--- src/hdl/ils_pkg.sv ---
// ----------------------------------------------------------------------------
// ils_pkg
// Shared types and constants for the indexed list store.
// ----------------------------------------------------------------------------
package ils_pkg;

  localparam int unsigned DEPTH  = 256;
  localparam int unsigned ADDR_W = $clog2(DEPTH);
  localparam int unsigned CNT_W  = ADDR_W + 1;
  localparam int unsigned VAL_W  = 32;

  // command codes
  localparam logic [3:0] CMD_INS_FRONT = 4'd0;
  localparam logic [3:0] CMD_INS_BACK  = 4'd1;
  localparam logic [3:0] CMD_INS_AT    = 4'd2;
  localparam logic [3:0] CMD_REM_FRONT = 4'd3;
  localparam logic [3:0] CMD_REM_BACK  = 4'd4;
  localparam logic [3:0] CMD_REM_AT    = 4'd5;
  localparam logic [3:0] CMD_READ      = 4'd6;
  localparam logic [3:0] CMD_WRITE     = 4'd7;
  localparam logic [3:0] CMD_SEARCH    = 4'd8;

  typedef enum logic [1:0] {
    ST_OK    = 2'd0,
    ST_EMPTY = 2'd1,
    ST_RANGE = 2'd2,
    ST_FULL  = 2'd3
  } status_e;

  typedef enum logic [1:0] {
    S_IDLE,
    S_SCAN,
    S_FINAL,
    S_RESP
  } ils_state_e;

  // memory request group from the sequencer
  typedef struct packed {
    logic              we;
    logic [ADDR_W-1:0] waddr;
    logic [VAL_W-1:0]  wdata;
    logic              re;
    logic [ADDR_W-1:0] raddr;
  } mem_req_t;

  // physical slot of a list position
  function automatic logic [ADDR_W-1:0] slot_of(input logic [ADDR_W-1:0] front,
                                                input logic [CNT_W-1:0]  pos);
    return front + pos[ADDR_W-1:0];
  endfunction

endpackage

--- src/hdl/ils_ctrl.sv ---
// ----------------------------------------------------------------------------
// ils_ctrl
// Command sequencer: front/count registers, shift and search walks over the
// element RAM, result register.
// ----------------------------------------------------------------------------
module ils_ctrl import ils_pkg::*; (
  input  logic             clk_i,
  input  logic             rst_ni,
  input  logic             s_valid_i,
  output logic             s_ready_o,
  input  logic [3:0]       command_i,
  input  logic [CNT_W-1:0] index_i,
  input  logic [VAL_W-1:0] value_i,
  output logic             m_valid_o,
  input  logic             m_ready_i,
  output logic [1:0]       status_o,
  output logic [VAL_W-1:0] read_value_o,
  output logic             found_o,
  output logic [CNT_W-1:0] count_o,
  output mem_req_t         mem_req_o,
  input  logic [VAL_W-1:0] mem_rdata_i
);

  ils_state_e        state_q, state_d;
  logic [3:0]        cmd_q, cmd_d;
  logic [CNT_W-1:0]  idx_q, idx_d;
  logic [VAL_W-1:0]  val_q, val_d;
  logic [CNT_W-1:0]  src_q, src_d;
  logic              more_q, more_d;
  logic              pend_q, pend_d;
  logic [CNT_W-1:0]  pend_pos_q, pend_pos_d;
  logic [ADDR_W-1:0] front_q, front_d;
  logic [CNT_W-1:0]  count_q, count_d;
  status_e           status_q, status_d;
  logic              found_q, found_d;
  logic [VAL_W-1:0]  rdval_q, rdval_d;
  logic              m_valid_q, m_valid_d;
  logic [1:0]        m_status_q, m_status_d;
  logic [VAL_W-1:0]  m_rdval_q, m_rdval_d;
  logic              m_found_q, m_found_d;
  logic [CNT_W-1:0]  m_count_q, m_count_d;

  logic full, empty, up;

  assign full  = (count_q == CNT_W'(DEPTH));
  assign empty = (count_q == '0);
  assign up    = (cmd_q == CMD_INS_AT);

  always_ff @(posedge clk_i or negedge rst_ni) begin
    if (!rst_ni) begin
      state_q   <= S_IDLE;
      front_q   <= '0;
      count_q   <= '0;
      more_q    <= 1'b0;
      pend_q    <= 1'b0;
      m_valid_q <= 1'b0;
    end else begin
      state_q   <= state_d;
      front_q   <= front_d;
      count_q   <= count_d;
      more_q    <= more_d;
      pend_q    <= pend_d;
      m_valid_q <= m_valid_d;
    end
  end

  always_ff @(posedge clk_i) begin
    cmd_q      <= cmd_d;
    idx_q      <= idx_d;
    val_q      <= val_d;
    src_q      <= src_d;
    pend_pos_q <= pend_pos_d;
    status_q   <= status_d;
    found_q    <= found_d;
    rdval_q    <= rdval_d;
    m_status_q <= m_status_d;
    m_rdval_q  <= m_rdval_d;
    m_found_q  <= m_found_d;
    m_count_q  <= m_count_d;
  end

  always_comb begin
    state_d    = state_q;
    cmd_d      = cmd_q;
    idx_d      = idx_q;
    val_d      = val_q;
    src_d      = src_q;
    more_d     = more_q;
    pend_d     = pend_q;
    pend_pos_d = pend_pos_q;
    front_d    = front_q;
    count_d    = count_q;
    status_d   = status_q;
    found_d    = found_q;
    rdval_d    = rdval_q;
    m_valid_d  = m_valid_q & ~m_ready_i;
    m_status_d = m_status_q;
    m_rdval_d  = m_rdval_q;
    m_found_d  = m_found_q;
    m_count_d  = m_count_q;
    mem_req_o  = '0;
    s_ready_o  = (state_q == S_IDLE);

    unique case (state_q)
      S_IDLE: begin
        if (s_valid_i) begin
          cmd_d    = command_i;
          idx_d    = index_i;
          val_d    = value_i;
          status_d = ST_OK;
          found_d  = 1'b0;
          rdval_d  = '0;
          pend_d   = 1'b0;
          more_d   = 1'b0;
          state_d  = S_RESP;
          unique case (command_i)
            CMD_INS_FRONT: begin
              if (full) begin
                status_d = ST_FULL;
              end else begin
                front_d         = front_q - ADDR_W'(1);
                mem_req_o.we    = 1'b1;
                mem_req_o.waddr = front_q - ADDR_W'(1);
                mem_req_o.wdata = value_i;
                count_d         = count_q + CNT_W'(1);
              end
            end
            CMD_INS_BACK: begin
              if (full) begin
                status_d = ST_FULL;
              end else begin
                mem_req_o.we    = 1'b1;
                mem_req_o.waddr = slot_of(front_q, count_q);
                mem_req_o.wdata = value_i;
                count_d         = count_q + CNT_W'(1);
              end
            end
            CMD_INS_AT: begin
              if (index_i > count_q) begin
                status_d = ST_RANGE;
              end else if (full) begin
                status_d = ST_FULL;
              end else begin
                src_d   = count_q - CNT_W'(1);
                more_d  = (count_q != index_i);
                state_d = S_SCAN;
              end
            end
            CMD_REM_FRONT: begin
              if (empty) begin
                status_d = ST_EMPTY;
              end else begin
                front_d = front_q + ADDR_W'(1);
                count_d = count_q - CNT_W'(1);
              end
            end
            CMD_REM_BACK: begin
              if (empty) begin
                status_d = ST_EMPTY;
              end else begin
                count_d = count_q - CNT_W'(1);
              end
            end
            CMD_REM_AT: begin
              if (index_i >= count_q) begin
                status_d = ST_RANGE;
              end else begin
                src_d   = index_i + CNT_W'(1);
                more_d  = ((index_i + CNT_W'(1)) != count_q);
                state_d = S_SCAN;
              end
            end
            CMD_READ: begin
              if (index_i >= count_q) begin
                status_d = ST_RANGE;
              end else begin
                mem_req_o.re    = 1'b1;
                mem_req_o.raddr = slot_of(front_q, index_i);
                state_d         = S_FINAL;
              end
            end
            CMD_WRITE: begin
              if (index_i >= count_q) begin
                status_d = ST_RANGE;
              end else begin
                mem_req_o.we    = 1'b1;
                mem_req_o.waddr = slot_of(front_q, index_i);
                mem_req_o.wdata = value_i;
              end
            end
            CMD_SEARCH: begin
              src_d   = '0;
              more_d  = !empty;
              state_d = S_SCAN;
            end
            default: ;
          endcase
        end
      end

      S_SCAN: begin
        // retire the element read last cycle
        if (pend_q) begin
          if (cmd_q == CMD_SEARCH) begin
            if (mem_rdata_i == val_q) begin
              found_d = 1'b1;
            end
          end else begin
            mem_req_o.we    = 1'b1;
            mem_req_o.waddr = slot_of(front_q, pend_pos_q);
            mem_req_o.wdata = mem_rdata_i;
          end
        end
        if (more_q) begin
          mem_req_o.re    = 1'b1;
          mem_req_o.raddr = slot_of(front_q, src_q);
          pend_d          = 1'b1;
          if (up) begin
            pend_pos_d = src_q + CNT_W'(1);
            src_d      = src_q - CNT_W'(1);
            more_d     = (src_q != idx_q);
          end else begin
            pend_pos_d = src_q - CNT_W'(1);
            src_d      = src_q + CNT_W'(1);
            more_d     = ((src_q + CNT_W'(1)) != count_q);
          end
        end else begin
          pend_d = 1'b0;
          if (!pend_q) begin
            if (up) begin
              state_d = S_FINAL;
            end else begin
              if (cmd_q == CMD_REM_AT) begin
                count_d = count_q - CNT_W'(1);
              end
              state_d = S_RESP;
            end
          end
        end
      end

      S_FINAL: begin
        if (cmd_q == CMD_READ) begin
          rdval_d = mem_rdata_i;
        end else begin
          mem_req_o.we    = 1'b1;
          mem_req_o.waddr = slot_of(front_q, idx_q);
          mem_req_o.wdata = val_q;
          count_d         = count_q + CNT_W'(1);
        end
        state_d = S_RESP;
      end

      S_RESP: begin
        if (!m_valid_q || m_ready_i) begin
          m_valid_d  = 1'b1;
          m_status_d = status_q;
          m_rdval_d  = rdval_q;
          m_found_d  = found_q;
          m_count_d  = count_q;
          state_d    = S_IDLE;
        end
      end

      default: state_d = S_IDLE;
    endcase
  end

  assign m_valid_o    = m_valid_q;
  assign status_o     = m_status_q;
  assign read_value_o = m_rdval_q;
  assign found_o      = m_found_q;
  assign count_o      = m_count_q;

endmodule

--- config.mk ---
export PLATFORM = sky130hd
export DESIGN_NAME = ils_ctrl
export DESIGN_NICKNAME = d
export VERILOG_FILES = /design/src/hdl/ils_pkg.sv /design/src/hdl/ils_ctrl.sv
export SDC_FILE = /design/constraint.sdc
export NUM_CORES = 1
export LEC_CHECK = 0
export CAP_MARGIN = 20
export CORE_UTILIZATION = 55
export CTS_BUF_LIST = sky130_fd_sc_hd__clkbuf_4 sky130_fd_sc_hd__clkbuf_8
export CTS_CLUSTER_DIAMETER = 100
export DETAILED_ROUTE_END_ITERATION = 7
export DONT_BUFFER_PORTS = 1
export PLACE_DENSITY = 0.7
export SYNTH_ARGS = -nofsm -noshare
export SYNTH_HDL_FRONTEND = slang
export SYNTH_SLANG_ARGS = --single-unit
--- constraint.sdc ---
create_clock -name clk_i -period 4.4 [get_ports clk_i]
set_clock_uncertainty 0.2 [all_clocks]
set_input_delay 0.44 -clock clk_i [delete_from_list [all_inputs] [get_ports clk_i]]
set_output_delay 0.44 -clock clk_i [all_outputs]
set_load 0.02 [all_outputs]
==> qor.yml <==
pwr:
  p_seq_share_pct: 35.5
  p_int_mw: 4.749
  p_sw_share_pct: 45.91
  p_switching_mw: 4.031
  pwr-share-comb_pct: 50.2
  vdd_drop_max_v: 0.0003368
  leakage_nw: 4.366
  clock_power_share_pct: 14.3
  power.density_nw_per_um2: 729.0
sta:
  setup_viol: 0
  fmax_ghz: 0.2415
  relSlewSlack_pct: 31.38
  maxSlewViolCount: 0
  tightest_slew_ns: 1.027
  rsz0062_at_grt: "no"
  hold_viol: 0
  fin_crit_sh_pct: 94.12
  fin_tns_setup_ns: 0
  fin_crit_ns: 4.141
yosys:
  syn_area_per_cell_um2: 10.44
  syn_inst: 1006
  yosys-top-cells-area: "edfxtp_1 40%, ha_1 6.7%, xnor2_1 5.5%"
  synth-xor-area-share_pct: 10.76
  ys_ff_latch: 163
  synth_edf_count: 141
  synth_top_area_share_pct: 40.32
  yosysUniqueCellTypes: 67
  synth_flop_cell: "edfxtp_1"
  yosysWarnings: 0
  yosysTopAreaCell: "edfxtp_1"
  syn_nets: 1148
  yosys.area_share.simple_pct: 12.74
  async_flop_share_pct: 13.50
  synth_mux_area_share_pct: 0.6315
  synth_compound_area_share_pct: 18.84
  synth_commonest_cells: "141 x edfxtp_1, 66 x xnor2_1, 63 x xor2_1"
  yosysSeqAreaShare_pct: 45.56
  yosysMostFrequentCell: "edfxtp_1"
  synthesis.area_um2: 10500
  synth_top_family_by_area: "compound AO/OA/AOI/OAI gates"
  synth_fa_ha_area_share_pct: 7.625
global_routing:
  grt_pass1_wl_um: 46690
  grt_usage_pct: 31.50
  grt_pass1_vias: 8081
  grt_max_degree: 51
  antenna_found_initial: 1
  grt_overflow: 0
route:
  wl_um: 30540
  drt_iter0_drc: 928
  wl_per_cell_um: 23.13
  vias: 8478
  firstDrtPassIters: 5
  ant_nets: 0
  viasPerCell: 6.423
  drc: 0
die:
  fp.dieH_um: 140.2
  start_util_pct: 56.14
  ioPinCount: 177
  core_um2: 18710
  die_area_um2: 19650
  rows: 50
  die_w_um: 140.2
clock_tree:
  worstSkewPairLatency_ns: 0.47
  cts_max_level: 4
  cts_tree: "yes"
  cts.clk_slew.worst_paths_ns: 0.09
  cts_made_buffers: 17
  cts_root_buffer: "clkbuf_8"
  numClockSinks: 163
  cts_buffer_depth: 2
final_layout:
  final_core_utilization_pct: 64.38
  area_growth_pct: 14.68
  final_layout_size_suffix_gt1_share_pct: 7.189
  nFillCells: 1508
  nets: 1215
worst_setup_path:
  r2r_setup_slack_ns: 1.10
  start_kind: "register"
  end_kind: "output port"
  worstSetupPathType: "register to output port"
  cp.arrival_ns: 3.50
  cp_max_fo: 32
  required_ns: 3.76
placed_design:
  dpl.hpwl_um: 21580
  place.port_buffers: 0
  gp_congestion: 0.9939
job:
  drv_cap: 0
worst_hold_path:
  hp-class: "input pin to register"
run_status:
  status: "finished, final reports clean"
## registers in the layout (all words and copies together), names as in the netlist
signal        flops
cmd_q             4
count_o           9
count_q           9
found_o           1
found_q           1
front_q           8
idx_q             9
m_valid_o         1
more_q            1
pend_pos_q        8
pend_q            1
rdval_q          32
read_value_o     32
src_q             9
state_q           2
status_o          2
status_q          2
val_q            32
## layout make-up
type                            instances  area, um2  area share (%)
Multi-Input combinational cell        746       5370           44.59
Clock inverter                         14      212.7           1.766
Antenna cell                            1      2.502         0.02078
Sequential cell                       163       4786           39.74
Tap cell                              234      292.8           2.431
Timing Repair Buffer                  104      991.0           8.229
Inverter                               41      153.9           1.278
Clock buffer                           17      234.0           1.943
## power by group through the flow
stage	clock (mW)	combinational [mW]	sequential (mW)
6_report	1.25	4.41	3.12
5_1_grt	1.32	4.81	3.17
4_1_cts	1.26	4.33	3.11
3_5_place_dp	0	4.24	3.14
3_3_place_gp	0	4.21	3.13
2_1_floorplan	0	3.33	2.93
## cell usage in the layout (no fill, tap or decap), types with 8 or more instances in the layout
cell	netlist	layout
a211oi_1	8	8
a21o_1	12	12
a21oi_1	58	57
a22oi_1	42	42
a31oi_1	13	12
and2_1	38	37
buf_4	4	24
clkbuf_8	0	17
dfrtp_1	22	21
dlygate4sd3_1	0	79
edfxtp_1	141	141
ha_1	56	55
inv_1	41	40
nand2_1	43	43
nand2b_1	11	11
nand3_1	25	25
nand4_1	10	10
nor2_1	57	57
nor2b_1	8	8
nor3_1	26	25
nor4_1	13	13
o21ai_0	42	42
o21bai_1	8	8
o22a_1	8	8
o22ai_1	27	27
o2bb2ai_1	33	33
xnor2_1	66	66
xor2_1	63	63
## critical path, stage by stage (launching register included)
cell       delay (ns)
dfrtp_1          0.51
inv_1            0.20
ha_1             0.33
nand2b_1         0.08
a21oi_1          0.08
o41ai_2          0.28
a21oi_1          0.24
or3_4            0.46
a21oi_4          0.16
buf_4            0.38
o2bb2ai_1        0.31
## final timing paths
check                                 start          endpoint  depth (start not counted)
worst max register to register   count_q[1]        front_q[4]                          9
worst max-delay path             count_q[1]     mem_req_o[21]                         10
worst min register to register  rdval_q[25]  read_value_o[25]                          0
worst min-delay path              m_ready_i         m_valid_o                          2
min in group asynchronous            rst_ni        front_q[2]                          2
max in group asynchronous            rst_ni        count_q[5]                          2
## stage by stage
step / total power, mW / std cells / setup slack, ns / area, um2 / hold slack [ns]
after global placement: 7.334 / 1207 / 0.7264 / 10760 / -0.05486
after detailed placement: 7.380 / 1207 / 0.6636 / 10760 / -0.05509
after global routing: 9.303 / 1319 / 0.07581 / 12040 / 0.01145
after CTS: 8.703 / 1318 / 0.1359 / 12020 / 0.006074
final: 8.780 / 1320 / 0.2586 / 12040 / 0.002763
after floorplan: 6.260 / 1006 / 0.5929 / 10500 / -0.05559
## metal layers
metal | GRT usage, % | up-vias | share of wire [%]
li1 | - | 3916 | -
met1 | 40.96 | 4026 | 41
met2 | 51.47 | 465 | 46
met3 | 6.940 | 71 | 9.2
met4 | 12.09 | 0 | 3.4
met5 | 0 | - | 0
## kinds of logic (layout without fill, tap and decap cells)
family / count (synthesis) / after routing
buffers and inverters: 97 / 176
other: 0 / 1
and+or+nand+nor: 258 / 258
muxes: 6 / 6
xor gates and xnor gates: 129 / 129
AOI/OAI and AO/OA: 292 / 292
adders and majority gates: 61 / 61
DFF: 163 / 163
## timing repair
item	4_1_cts	5_1_grt
setup buffers	0	0
setup endpoints to repair	0	38
hold endpoints to repair	100	0
hold buffers	80	0
gates resized for setup	0	3
(Power assumes the default switching activity.)
